File: config.mk
export PLATFORM = sky130hd
export DESIGN_NAME = signed_fixed_to_ascii_decimal_unit
export DESIGN_NICKNAME = d
export VERILOG_FILES = /design/src/rtl/core/sfad_pkg.sv /design/src/rtl/core/sfad_dabble.sv /design/src/rtl/core/sfad_emit.sv /design/src/rtl/core/signed_fixed_to_ascii_decimal_unit.sv
export SDC_FILE = /design/constraint.sdc
export NUM_CORES = 1
export LEC_CHECK = 0
export ABC_AREA = 1
export BUFFER_PORTS_ARGS = -buffer_cell sky130_fd_sc_hd__buf_2
export CAP_MARGIN = 20
export CELL_PAD_IN_SITES_DETAIL_PLACEMENT = 1
export CELL_PAD_IN_SITES_GLOBAL_PLACEMENT = 1
export CORE_MARGIN = 3
export CORE_UTILIZATION = 32
export CTS_BUF_LIST = sky130_fd_sc_hd__clkbuf_2
export CTS_CLUSTER_SIZE = 12
export DETAILED_ROUTE_END_ITERATION = 10
export PLACE_DENSITY_LB_ADDON = 0.1
export SLEW_MARGIN = 20
export SYNTH_ARGS = -nofsm -noshare
export SYNTH_HDL_FRONTEND = slang
export SYNTH_SLANG_ARGS = --single-unit
File: constraint.sdc
create_clock -name clk -period 3 [get_ports clk]
set_input_delay 0.15 -clock clk [delete_from_list [all_inputs] [get_ports clk]]
set_output_delay 0.15 -clock clk [all_outputs]
set_load 0.05 [all_outputs]
File: src/rtl/core/sfad_pkg.sv
// shared types and character codes for the signed fixed-point to ascii decimal unit
// no dependencies

package sfad_pkg;

	// ascii codes of the characters the unit can send
	localparam logic [7:0] CHAR_ZERO  = 8'h30;
	localparam logic [7:0] CHAR_DOT   = 8'h2E;
	localparam logic [7:0] CHAR_MINUS = 8'h2D;

	// command from the converter side to the character sequencer
	typedef struct packed {
		logic start;
		logic neg;
	} sfad_cmd_t;

endpackage

File: src/rtl/core/sfad_dabble.sv
// bit-serial binary to bcd converter (shift and add-3), one input bit per cycle
// no package dependencies

module sfad_dabble #(
	parameter int VALUE_BITS = 32,
	parameter int BCD_DIGITS = 10
) (
	input  logic                    clk,
	input  logic                    arst_n,
	input  logic                    start,
	input  logic [VALUE_BITS-1:0]   mag,
	output logic                    busy,
	output logic                    done,
	output logic [4*BCD_DIGITS-1:0] bcd
);

	localparam int BCD_W = 4 * BCD_DIGITS;
	localparam int CNT_W = $clog2(VALUE_BITS);

	logic [VALUE_BITS-1:0] bin_q;
	logic [BCD_W-1:0]      bcd_q;
	logic [BCD_W-1:0]      adj;
	logic [CNT_W-1:0]      cnt_q;
	logic                  busy_q;
	logic                  done_q;

	// add 3 to every digit of 5 or more before the shift
	always_comb begin
		for (int i = 0; i < BCD_DIGITS; i++) begin
			if (bcd_q[4*i +: 4] >= 4'd5)
				adj[4*i +: 4] = bcd_q[4*i +: 4] + 4'd3;
			else
				adj[4*i +: 4] = bcd_q[4*i +: 4];
		end
	end

	always_ff @(posedge clk or negedge arst_n) begin
		if (!arst_n) begin
			bin_q  <= '0;
			bcd_q  <= '0;
			cnt_q  <= '0;
			busy_q <= 1'b0;
			done_q <= 1'b0;
		end else begin
			done_q <= 1'b0;
			if (start) begin
				bin_q  <= mag;
				bcd_q  <= '0;
				cnt_q  <= '0;
				busy_q <= 1'b1;
			end else if (busy_q) begin
				bcd_q <= {adj[BCD_W-2:0], bin_q[VALUE_BITS-1]};
				bin_q <= {bin_q[VALUE_BITS-2:0], 1'b0};
				cnt_q <= cnt_q + 1'b1;
				if (cnt_q == CNT_W'(VALUE_BITS - 1)) begin
					busy_q <= 1'b0;
					done_q <= 1'b1;
				end
			end
		end
	end

	assign busy = busy_q | done_q;
	assign done = done_q;
	assign bcd  = bcd_q;

	// a new conversion only starts once the previous one has been handed on
	a_start_idle: assert property (@(posedge clk) disable iff (!arst_n)
		start |-> (!busy_q && !done_q))
		else $error("conversion started while busy");

endmodule

File: src/rtl/core/sfad_emit.sv
// character sequencer: one bcd digit per cycle unless stalled, into the output register
// depends on sfad_pkg

module sfad_emit import sfad_pkg::*; #(
	parameter int BCD_DIGITS      = 10,
	parameter int FRACTION_DIGITS = 3
) (
	input  logic                    clk,
	input  logic                    arst_n,
	input  sfad_cmd_t               cmd,
	input  logic [4*BCD_DIGITS-1:0] bcd,
	output logic                    busy,
	output logic                    out_valid,
	input  logic                    out_stall,
	output logic [7:0]              text_char,
	output logic                    last_char
);

	localparam int TOP        = 4 * BCD_DIGITS - 1;
	localparam int INT_DIGITS = BCD_DIGITS - FRACTION_DIGITS;
	localparam int CNT_W      = $clog2(BCD_DIGITS);

	typedef enum logic [2:0] {
		E_IDLE,
		E_SIGN,
		E_INT,
		E_DOT,
		E_FRAC
	} state_t;

	state_t            state_q;
	logic [TOP:0]      dig_q;
	logic [CNT_W-1:0]  cnt_q;
	logic              started_q;
	logic              frac_nz_q;
	logic              out_valid_q;
	logic [7:0]        text_char_q;
	logic              last_char_q;

	logic [3:0] digit;
	logic [7:0] digit_char;
	logic       can_load;
	logic       last_pos;
	logic       show;

	assign digit      = dig_q[TOP -: 4];
	assign digit_char = CHAR_ZERO | {4'h0, digit};
	assign can_load   = !out_valid_q || !out_stall;
	assign last_pos   = (cnt_q == '0);
	// leading zeros of the integer part are skipped, its last digit always goes out
	assign show       = started_q || (digit != 4'h0) || last_pos;

	always_ff @(posedge clk or negedge arst_n) begin
		if (!arst_n) begin
			state_q     <= E_IDLE;
			dig_q       <= '0;
			cnt_q       <= '0;
			started_q   <= 1'b0;
			frac_nz_q   <= 1'b0;
			out_valid_q <= 1'b0;
			text_char_q <= '0;
			last_char_q <= 1'b0;
		end else begin
			if (!out_stall)
				out_valid_q <= 1'b0;
			unique case (state_q)
				E_IDLE: begin
					if (cmd.start) begin
						dig_q     <= bcd;
						frac_nz_q <= |bcd[4*FRACTION_DIGITS-1:0];
						cnt_q     <= CNT_W'(INT_DIGITS - 1);
						started_q <= 1'b0;
						state_q   <= cmd.neg ? E_SIGN : E_INT;
					end
				end
				E_SIGN: begin
					if (can_load) begin
						out_valid_q <= 1'b1;
						text_char_q <= CHAR_MINUS;
						last_char_q <= 1'b0;
						state_q     <= E_INT;
					end
				end
				E_INT: begin
					if (!show || can_load) begin
						dig_q <= {dig_q[TOP-4:0], 4'h0};
						cnt_q <= cnt_q - 1'b1;
						if (show) begin
							out_valid_q <= 1'b1;
							text_char_q <= digit_char;
							last_char_q <= last_pos && !frac_nz_q;
							started_q   <= 1'b1;
						end
						if (last_pos)
							state_q <= frac_nz_q ? E_DOT : E_IDLE;
					end
				end
				E_DOT: begin
					if (can_load) begin
						out_valid_q <= 1'b1;
						text_char_q <= CHAR_DOT;
						last_char_q <= 1'b0;
						cnt_q       <= CNT_W'(FRACTION_DIGITS - 1);
						state_q     <= E_FRAC;
					end
				end
				E_FRAC: begin
					if (can_load) begin
						out_valid_q <= 1'b1;
						text_char_q <= digit_char;
						last_char_q <= last_pos;
						dig_q       <= {dig_q[TOP-4:0], 4'h0};
						cnt_q       <= cnt_q - 1'b1;
						if (last_pos)
							state_q <= E_IDLE;
					end
				end
				default: state_q <= E_IDLE;
			endcase
		end
	end

	assign busy      = (state_q != E_IDLE);
	assign out_valid = out_valid_q;
	assign text_char = text_char_q;
	assign last_char = last_char_q;

	a_start_when_idle: assert property (@(posedge clk) disable iff (!arst_n)
		cmd.start |-> (state_q == E_IDLE))
		else $error("digits loaded while sequencer busy");

	a_frac_only_nonzero: assert property (@(posedge clk) disable iff (!arst_n)
		((state_q == E_DOT) || (state_q == E_FRAC)) |-> frac_nz_q)
		else $error("fraction sent for a zero fraction");

endmodule

File: src/rtl/core/signed_fixed_to_ascii_decimal_unit.sv
// top level: signed fixed-point (units of 10^-FRACTION_DIGITS) to ascii decimal text
// depends on sfad_pkg, sfad_dabble, sfad_emit
// sequence: transfer in, then shift-and-add-3 over the VALUE_BITS input bits, hand-over to
//   the sequencer, then the integer bcd positions (skipped zeros included) and the characters
// input: a new number is taken once the previous one has left the sequencer; output
//   stalls hold it back, and the bit-serial converter takes up most of the time per number
// reset: arst_n clears all control state at once; there is no memory to clear

module signed_fixed_to_ascii_decimal_unit import sfad_pkg::*; #(
	parameter int FRACTION_DIGITS = 3,
	parameter int VALUE_BITS      = 32
) (
	input  logic                         clk,
	input  logic                         arst_n,
	// input channel
	input  logic                         in_valid,
	output logic                         in_stall,
	input  logic signed [VALUE_BITS-1:0] value_milli,
	// output channel, one character per transfer
	output logic                         out_valid,
	input  logic                         out_stall,
	output logic [7:0]                   text_char,
	output logic                         last_char
);

	// decimal digits needed for a magnitude of up to 2^(VALUE_BITS-1),
	// never fewer than the fraction digits plus one integer digit
	localparam int MAG_DIGITS = ((VALUE_BITS - 1) * 30103) / 100000 + 1;
	localparam int BCD_DIGITS = (MAG_DIGITS > FRACTION_DIGITS) ? MAG_DIGITS
	                                                          : FRACTION_DIGITS + 1;

	logic                    in_xfer;
	logic [VALUE_BITS-1:0]   mag;
	logic                    neg_q;
	logic                    dab_busy;
	logic                    dab_done;
	logic [4*BCD_DIGITS-1:0] dab_bcd;
	logic                    emit_busy;
	sfad_cmd_t               cmd;

	// one number at a time; the output register lets the next one in while
	// the final character still waits to be taken
	assign in_stall = dab_busy | emit_busy;
	assign in_xfer  = in_valid & !in_stall;

	// magnitude as unsigned, so the most negative value needs no extra bit
	assign mag = value_milli[VALUE_BITS-1] ? ($unsigned(~value_milli) + VALUE_BITS'(1))
	                                       : $unsigned(value_milli);

	always_ff @(posedge clk or negedge arst_n) begin
		if (!arst_n) begin
			neg_q <= 1'b0;
		end else if (in_xfer) begin
			neg_q <= value_milli[VALUE_BITS-1];
		end
	end

	sfad_dabble #(
		.VALUE_BITS (VALUE_BITS),
		.BCD_DIGITS (BCD_DIGITS)
	) u_dabble (
		.clk    (clk),
		.arst_n (arst_n),
		.start  (in_xfer),
		.mag    (mag),
		.busy   (dab_busy),
		.done   (dab_done),
		.bcd    (dab_bcd)
	);

	// hand the finished digits and the sign over to the sequencer
	assign cmd.start = dab_done;
	assign cmd.neg   = neg_q;

	sfad_emit #(
		.BCD_DIGITS      (BCD_DIGITS),
		.FRACTION_DIGITS (FRACTION_DIGITS)
	) u_emit (
		.clk       (clk),
		.arst_n    (arst_n),
		.cmd       (cmd),
		.bcd       (dab_bcd),
		.busy      (emit_busy),
		.out_valid (out_valid),
		.out_stall (out_stall),
		.text_char (text_char),
		.last_char (last_char)
	);

	// an accepted number keeps the input closed on the following cycle
	a_busy_after_xfer: assert property (@(posedge clk) disable iff (!arst_n)
		in_xfer |=> in_stall)
		else $error("input open right after a transfer");

endmodule
==> results of run 1 <==
## layer usage
metal	track usage	up-vias	routed length, um
met4	0.03622	0	195
li1	-	3619	-
met5	0	-	0
met2	0.2756	53	9977
met1	0.2432	3493	11600
met3	0.02794	17	380
## worst max-delay path by stage
stage,slack [ps],to,from,cells after the start
after CTS,110,u_dabble.bin_q[10]$_DFFE_PN0P_,u_emit.state_q[1]$_DFFE_PN0P_,9
final,350,u_dabble.bin_q[10]$_DFFE_PN0P_,u_emit.state_q[1]$_DFFE_PN0P_,9
after global routing,120,u_dabble.bin_q[10]$_DFFE_PN0P_,u_emit.state_q[1]$_DFFE_PN0P_,9
after detailed placement,630,u_dabble.bin_q[5]$_DFFE_PN0P_,u_emit.state_q[2]$_DFFE_PN0P_,7
after floorplan,1300,u_emit.dig_q[29]$_DFFE_PN0P_,u_emit.out_valid$_DFF_PN0_,9
after global placement,700,u_dabble.bin_q[5]$_DFFE_PN0P_,u_emit.state_q[1]$_DFFE_PN0P_,7
## cells by family after synthesis
family                   count (synthesis)
XOR/XNOR                                22
other                                    1
buffers and inverters                  185
adder cells (fa/ha/maj)                 27
AO/OA/AOI/OAI                          233
AND/OR/NAND/NOR                        465
flip-flops                             137
## critical path, delay by kind of cell (launching register included)
family	cells	cell delay, ps
AO/OA/AOI/OAI	2	270
flip-flops	1	480
AND/OR/NAND/NOR	4	680
buffers and inverters	3	1090
## where the power goes
group          switching [mW]  internal [mW]  leakage (nW)  total [mW]
sequential              0.519           2.71          1.70        3.23
clock                   0.713          0.533         0.146        1.25
combinational            3.46           1.86          2.67        5.32
## through the flow
stage / instance area, sq um / utilization
final: 9321 / 0.3788
after global routing: 9321 / 0.3788
after CTS: 9293 / 0.3777
after detailed placement: 8569 / 0.3483
after global placement: 8569 / 0.3483
after floorplan: 8102 / -
## synthesized netlist by cell type (all sizes together) (3+ instances only)
cell type,number
xor2,17
o31ai,5
inv,140
o211ai,4
nand2,299
nand4,10
buf,26
o21ai,168
ha,27
a21o,3
a21oi,17
nor2,65
o22ai,14
nand3,73
a22o,3
or2,12
a32o,7
nor3,3
clkbuf,18
xnor2,5
o32ai,6
dfrtp,137
## what timing repair did
item	CTS	global route
endpoints found under the setup margin	0	3
endpoints found under the hold margin	175	5
hold buffers	44	1
resized for setup	0	2
## layout make-up
| type | instances | area share |
|---|---|---|
| Antenna cell | 1 | 0.0002685 |
| Clock buffer | 17 | 0.009128 |
| Clock inverter | 14 | 0.01933 |
| Inverter | 141 | 0.05691 |
| Multi-Input combinational cell | 750 | 0.4166 |
| Sequential cell | 137 | 0.3679 |
| Tap cell | 324 | 0.04349 |
| Timing Repair Buffer | 97 | 0.08631 |
## state kept, by name, summed over array words and instances (netlist names)
name	cells
u_dabble.bcd	40
u_emit.dig_q	40
u_dabble.bin_q	32
u_emit.text_char	6
u_dabble.cnt_q	5
u_emit.cnt_q	4
u_emit.state_q	3
neg_q	1
u_dabble.busy_q	1
u_dabble.done	1
u_emit.frac_nz_q	1
u_emit.last_char	1
u_emit.out_valid	1
u_emit.started_q	1
==> impl_metrics.json, run 1 <==
{
  "grt_pass1_vias": 7506,
  "instances_no_fill": 1481,
  "groute.usage.overall": 0.1712,
  "critical-path-max-stage-delay_ps": 580,
  "grt_max_degree": 70,
  "drtIter0Drc": 298,
  "worstReg2RegStart": "u_emit.state_q[1]$_DFFE_PN0P_",
  "post_cts_buffers": 0,
  "yosys_warnings": 0,
  "final_nets": 1207,
  "postSynthCellCount": 1070,
  "cts_buffers": 17,
  "core_sq_mm": 0.02460,
  "cp-start-kind": "flip-flop",
  "yosysTopAreaCellShare": 0.4234,
  "dp_slack_ps": 631.6,
  "synth_seq_cells": 137,
  "mostFrequentLayoutCell": "nand2_1",
  "design.die.area_sq_mm": 0.02725,
  "seq_area_frac_synth": 0.4234,
  "worstHoldPathCells": 5,
  "path_clk_slew_ps": 230,
  "wl_per_cell_um": 14.96,
  "syn_area_per_cell_sq_um": 7.568,
  "clk_latency_ps": 700,
  "fmax_mhz": 377.0,
  "multiInputGateArea_sq_mm": 0.003884,
  "cp.arrival_ps": 3230,
  "period_needed_ps": 2653,
  "setup_slack_ps": 347.3,
  "drt_wl_total_mm": 22.15,
  "die_w_um": 165.1,
  "initial_core_util": 0.3291,
  "ant_nets": 0,
  "synth_area_leader_cell": "dfrtp_1",
  "hold_path_end": "u_dabble.bin_q[22]$_DFFE_PN0P_",
  "synth_xor_area_frac": 0.02379,
  "rrSetupSlack_ps": 350,
  "synth-simple-area-share": 0.2429,
  "cp_max_fo": 29,
  "cpMaxStageDelayCell": "dlygate4sd3_1",
  "p_leak_nw": 4.516,
  "clockBufferDepth": 2,
  "powerDensity_mw_per_mm2": 1051,
  "antenna_found_initial": 1,
  "worstReg2RegEnd": "u_dabble.bin_q[10]$_DFFE_PN0P_",
  "final_cell_mix": "nand2_1, o21ai_0, dfrtp_1, inv_1, nand3_1",
  "areaGrowthSynthToFinish_pct": 15.11,
  "dp_hpwl_mm": 15.34,
  "grt_pass1_wl_mm": 37.67,
  "io_buffer_count": 44,
  "cts_tree": "built",
  "path_cells": "inv_2 -> nand3_2 -> nor2_4 -> nand3_4 -> clkinv_2 -> o21ai_0 -> dlygate4sd3_1 -> o21ai_1 -> nand2_1",
  "cp-end-kind": "flip-flop",
  "worstMarginPinSlew_ps": 680.9,
  "drv_slew": 0,
  "finalHoldViolations": 0,
  "synth_mux_area_frac": 0,
  "die_h_um": 165.1,
  "h-tree-depth": 4,
  "worstSetupPathType": "reg2reg",
  "drc": 0,
  "synth_top_family_by_area": "simple AND/OR/NAND/NOR gates",
  "async_reset_ff_frac": 1.000,
  "worstPathRequired_ps": 3570,
  "ys.flop_type": "dfrtp_1",
  "holdWs_ps": 118.0,
  "synth_area_leaders": "dfrtp_1, nand2_1, o21ai_0",
  "routed_via_density": 4.849,
  "fill_cells": 3064,
  "fin_setup_tns_ps": 0,
  "vias": 7182,
  "skew_ps": 41.50,
  "ys_types": 44,
  "fin_total_pwr_mw": 9.796,
  "cts_sinks": 137,
  "dr.pass1.iters": 4,
  "synth-compound-area-share": 0.1684,
  "io_pins": 47,
  "gp_congestion": 0.8099,
  "worstHoldPathType": "in2reg",
  "period_share": 0.8842,
  "dp.cells": 1403,
  "drive_gt1_frac": 0.1116,
  "synth_edf_count": 0,
  "row_count": 57,
  "holdCritStartpoint": "value_milli[31]",
  "worstRegToRegCells": 9,
  "synthAdderAreaFrac": 0.04172,
  "relSlewSlack": 0.5454,
  "syn-cell-area_sq_mm": 0.008098,
  "ir_drop_mv": 0.6071,
  "overflow": 0,
  "setup_viol": 0,
  "status": "finished, final reports clean",
  "regArea_sq_mm": 0.003430,
  "cts_root_buf": "clkbuf_2",
  "cap_violations": 0,
  "rsz0062_at_grt": "no"
}
No activity file was read; power rests on OpenSTA's default activity.
==> run 2: changes to the inputs <==
--- a/config.mk
+++ b/config.mk
@@ -9,7 +9,7 @@
 export BUFFER_PORTS_ARGS = -buffer_cell sky130_fd_sc_hd__buf_2
 export CAP_MARGIN = 20
 export CELL_PAD_IN_SITES_DETAIL_PLACEMENT = 1
-export CELL_PAD_IN_SITES_GLOBAL_PLACEMENT = 1
+export CELL_PAD_IN_SITES_GLOBAL_PLACEMENT = 2
 export CORE_MARGIN = 3
 export CORE_UTILIZATION = 32
 export CTS_BUF_LIST = sky130_fd_sc_hd__clkbuf_2
==> impl_metrics.json, run 2 (synthesized netlist as in run 1, its figures left out) <==
{
  "gp_congestion": 0.7695,
  "routed_via_density": 4.794,
  "drt_wl_total_mm": 22.67,
  "instances_no_fill": 1498,
  "grt_pass1_wl_mm": 38.89,
  "relSlewSlack": 0.5541,
  "dp_hpwl_mm": 15.54,
  "drtIter0Drc": 314,
  "setup_viol": 0,
  "worstPathRequired_ps": 3690,
  "antenna_found_initial": 1,
  "post_cts_buffers": 0,
  "powerDensity_mw_per_mm2": 1041,
  "row_count": 57,
  "core_sq_mm": 0.02460,
  "io_pins": 47,
  "p_leak_nw": 4.576,
  "cts_tree": "built",
  "fin_total_pwr_mw": 9.826,
  "skew_ps": 52.50,
  "fin_setup_tns_ps": 0,
  "cp_max_fo": 29,
  "die_h_um": 165.1,
  "cts_sinks": 137,
  "h-tree-depth": 4,
  "vias": 7181,
  "drc": 0,
  "dr.pass1.iters": 6,
  "drv_slew": 0,
  "grt_max_degree": 65,
  "final_cell_mix": "nand2_1, o21ai_0, dfrtp_1, inv_1, nand3_1",
  "cp-start-kind": "flip-flop",
  "worstHoldPathType": "in2reg",
  "cap_violations": 0,
  "holdWs_ps": 284.3,
  "finalHoldViolations": 0,
  "final_core_utilization": 0.3837,
  "path_clk_slew_ps": 250,
  "ant_nets": 0,
  "placed_area_sq_mm": 0.008574,
  "grt_pass1_vias": 7445,
  "clk_latency_ps": 730,
  "clockBufferDepth": 2,
  "worstMarginPinSlew_ps": 667.8,
  "dp_slack_ps": 889.2,
  "overflow": 0,
  "final_area_sq_mm": 0.009440,
  "worstSetupPathType": "reg2reg",
  "cp-end-kind": "flip-flop",
  "fmax_mhz": 367.6,
  "ir_drop_mv": 0.4218,
  "cts_buffers": 17,
  "io_buffer_count": 44,
  "setup_slack_ps": 280.0,
  "dp.cells": 1407,
  "cp.arrival_ps": 3410,
  "design.die.area_sq_mm": 0.02725,
  "die_w_um": 165.1,
  "drive_gt1_frac": 0.1159,
  "fill_cells": 3072,
  "mostFrequentLayoutCell": "nand2_1",
  "areaGrowthSynthToFinish_pct": 16.58,
  "status": "finished, final reports clean",
  "groute.usage.overall": 0.1784,
  "period_share": 0.9067,
  "rsz0062_at_grt": "no",
  "final_nets": 1223,
  "wl_per_cell_um": 15.14,
  "initial_core_util": 0.3291,
  "period_needed_ps": 2720,
  "cts_root_buf": "clkbuf_2"
}
[run 2: cell count changes in the layout (fill, tap and decap cells not counted), moves of 2 or more]
cell | before | now
clkinv_1 | 5 | 2
dlygate4sd3_1 | 44 | 57
buf_4 | 4 | 10
buf_12 | 4 | 2
inv_6 | 1 | 3
[run 2: critical path: stages, from the launching register on]
cell and delay [ps]:
dfrtp_1 490, inv_2 120, nand3_2 120, nor2_4 160
nand3_4 120, inv_4 290, o211ai_1 140, dlygate4sd3_1 600
o221ai_1 70, dlygate4sd3_1 570
[run 2: metal layers]
layer  vias up  share of wire  global-route usage
li1       3643              -                   -
met1      3469           0.51              0.2560
met2        55           0.45              0.2857
met3        14          0.024             0.02544
met4         0         0.0082             0.03927
met5         -              0                   0
[run 2: what timing repair did]
action / 4_1_cts / 5_1_grt
endpoints found under the setup margin: 0 / 1
hold endpoints to repair: 178 / 0
gates resized for setup: 0 / 2
hold buffers: 58 / 0
[run 2: final timing paths]
kind | start | endpoint | slack, ps | cells after the start
min in group asynchronous | arst_n | u_dabble.busy_q$_DFF_PN0_ | 350 | 3
max in group asynchronous | arst_n | u_dabble.bin_q[21]$_DFFE_PN0P_ | 2110 | 4
hold reg to reg | u_emit.text_char[5]$_DFFE_PN0P_ | u_emit.text_char[5]$_DFFE_PN0P_ | 490 | 1
hold / removal | out_stall | u_emit.out_valid$_DFF_PN0_ | 280 | 4
setup reg to reg | u_emit.state_q[1]$_DFFE_PN0P_ | u_dabble.bin_q[1]$_DFFE_PN0P_ | 280 | 9
setup / recovery | u_emit.state_q[1]$_DFFE_PN0P_ | u_dabble.bin_q[1]$_DFFE_PN0P_ | 280 | 9
[run 2: layout make-up]
| class | count | area, sq um | area share |
|---|---|---|---|
| multi-input cells | 749 | 3869 | 0.4098 |
| repair buffers | 114 | 939.7 | 0.09954 |
| flip-flops and latches | 137 | 3430 | 0.3633 |
| diodes | 1 | 2.502 | 0.0002651 |
| inverters | 141 | 531.8 | 0.05633 |
| clock buffers | 18 | 90.09 | 0.009543 |
| clock inverters | 14 | 172.7 | 0.01829 |
| well taps | 324 | 405.4 | 0.04294 |
[run 2: power by group]
group | switching (mW) | total [mW] | internal [mW] | leakage [nW]
combinational | 3.48 | 5.37 | 1.89 | 2.73
clock | 0.749 | 1.22 | 0.473 | 0.145
sequential | 0.524 | 3.24 | 2.71 | 1.70
total | 4.75 | 9.83 | 5.08 | 4.58
==> run 3: changes to the inputs <==
--- a/config.mk
+++ b/config.mk
@@ -6,7 +6,6 @@
 export NUM_CORES = 1
 export LEC_CHECK = 0
 export ABC_AREA = 1
-export BUFFER_PORTS_ARGS = -buffer_cell sky130_fd_sc_hd__buf_2
 export CAP_MARGIN = 20
 export CELL_PAD_IN_SITES_DETAIL_PLACEMENT = 1
 export CELL_PAD_IN_SITES_GLOBAL_PLACEMENT = 2
@@ -15,6 +14,7 @@
 export CTS_BUF_LIST = sky130_fd_sc_hd__clkbuf_2
 export CTS_CLUSTER_SIZE = 12
 export DETAILED_ROUTE_END_ITERATION = 10
+export DONT_BUFFER_PORTS = 1
 export PLACE_DENSITY_LB_ADDON = 0.1
 export SLEW_MARGIN = 20
 export SYNTH_ARGS = -nofsm -noshare
==> impl_metrics.json, run 3 (synthesized netlist as in run 1, its figures left out) <==
{
  "rsz0062_at_grt": "yes",
  "vias": 7170,
  "core_sq_mm": 0.02460,
  "h-tree-depth": 4,
  "period_share": 0.9398,
  "drtIter0Drc": 324,
  "gp_congestion": 0.7919,
  "dr_wl_met3_um": 503,
  "io_buffer_count": 0,
  "cp-start-kind": "flip-flop",
  "die_w_um": 165.1,
  "antenna_found_initial": 1,
  "instances_no_fill": 1469,
  "grt_max_degree": 138,
  "cts_sinks": 137,
  "skew_ps": 42.26,
  "drc": 0,
  "relSlewSlack": 0.4916,
  "cap_violations": 0,
  "period_needed_ps": 2820,
  "grt_pass1_wl_mm": 38.38,
  "clk_latency_ps": 700,
  "mostFrequentLayoutCell": "nand2_1",
  "routed_via_density": 4.881,
  "wl_per_cell_um": 15.23,
  "dr.pass1.iters": 4,
  "grt_pass1_vias": 7570,
  "clockBufferDepth": 2,
  "overflow": 0,
  "design.die.area_sq_mm": 0.02725,
  "post_cts_buffers": 0,
  "ir_drop_mv": 0.4943,
  "cp.arrival_ps": 3420,
  "drt_wl_total_mm": 22.38,
  "worstSetupStartpoint": "u_emit.state_q[1]$_DFFE_PN0P_",
  "ant_nets": 0,
  "dp_hpwl_mm": 14.76,
  "setup_viol": 0,
  "drv_slew": 0,
  "cts_buffers": 17,
  "cts_tree": "built",
  "areaGrowthSynthToFinish_pct": 16.41,
  "fill_cells": 3046,
  "cp-end-kind": "flip-flop",
  "placed_area_sq_mm": 0.008298,
  "worstPathRequired_ps": 3600,
  "p_leak_nw": 4.452,
  "row_count": 57,
  "status": "finished, final reports clean",
  "worstMarginPinSlew_ps": 761.6,
  "cp_max_fo": 35,
  "final_cell_mix": "nand2_1, o21ai_0, dfrtp_1, inv_1, dlygate4sd3_1",
  "groute.usage.overall": 0.1745,
  "worstReg2RegStart": "u_emit.state_q[1]$_DFFE_PN0P_",
  "worstHoldPathType": "in2async",
  "holdWs_ps": 54.06,
  "wl_met2_mm": 10.35,
  "dp_slack_ps": 475.0,
  "io_pins": 47,
  "rrSetupSlack_ps": 180,
  "drive_gt1_frac": 0.07699,
  "worstReg2RegEnd": "u_dabble.bin_q[20]$_DFFE_PN0P_",
  "final_nets": 1193,
  "cts_root_buf": "clkbuf_2",
  "fin_setup_tns_ps": 0,
  "worstRegToRegCells": 9,
  "wl_met1_mm": 11.41,
  "final_core_utilization": 0.3831,
  "die_h_um": 165.1,
  "finalHoldViolations": 0,
  "dp.cells": 1358,
  "top_layer_used": "met4",
  "path_clk_slew_ps": 250,
  "setup_slack_ps": 180.5,
  "worstSetupPathType": "reg2reg",
  "initial_core_util": 0.3291,
  "fmax_mhz": 354.7,
  "fin_total_pwr_mw": 10.08,
  "powerDensity_mw_per_mm2": 1069,
  "final_area_sq_mm": 0.009427
}
-- run 3: worst max path at each step --
stage                                     end  depth (start not counted)  slack (ps)
2_1_floorplan    u_emit.dig_q[29]$_DFFE_PN0P_                          9        1300
3_3_place_gp    u_dabble.bin_q[5]$_DFFE_PN0P_                          7         570
6_report       u_dabble.bin_q[20]$_DFFE_PN0P_                          9         180
4_1_cts         u_dabble.bin_q[6]$_DFFE_PN0P_                          9          60
3_5_place_dp    u_dabble.bin_q[5]$_DFFE_PN0P_                          7         480
5_1_grt        u_dabble.bin_q[20]$_DFFE_PN0P_                          9          -4
-- run 3: timing repair --
action / 4_1_cts / 5_1_grt
setup endpoints to repair: 0 / 7
hold buffers: 77 / 0
hold endpoints to repair: 180 / 0
resized for setup: 0 / 2
-- run 3: where the power goes --
group	total, mW	internal, mW	leakage [nW]	switching [mW]
logic	5.25	1.89	2.57	3.36
clock network	1.47	0.718	0.186	0.753
registers	3.36	2.71	1.70	0.645
-- run 3: area by class of cell --
class	instances	area, sq um	area share
antenna	2	5.005	0.0005309
multi-input combinational	749	3874	0.4109
timing repair buffer	84	848.3	0.08999
sequential	137	3430	0.3638
clock buffer	17	85.08	0.009026
tap	324	405.4	0.04301
clock inverter	15	249.0	0.02641
inverter	141	530.5	0.05628
-- run 3: worst max-delay path, stage by stage (launching register included) --
cell and delay [ps]:
dfrtp_1 470, inv_2 120, nand3_2 120, nor2_4 170
nand3_4 360, nand2_4 340, buf_4 290, o21ai_0 130
o21bai_1 170, dlygate4sd3_1 580
-- run 3: routing by layer --
| layer | global-route usage | vias up |
|---|---|---|
| met5 | 0 | - |
| met4 | 0.02745 | 0 |
| met3 | 0.03168 | 10 |
| met2 | 0.2838 | 58 |
| met1 | 0.2470 | 3502 |
| li1 | - | 3600 |
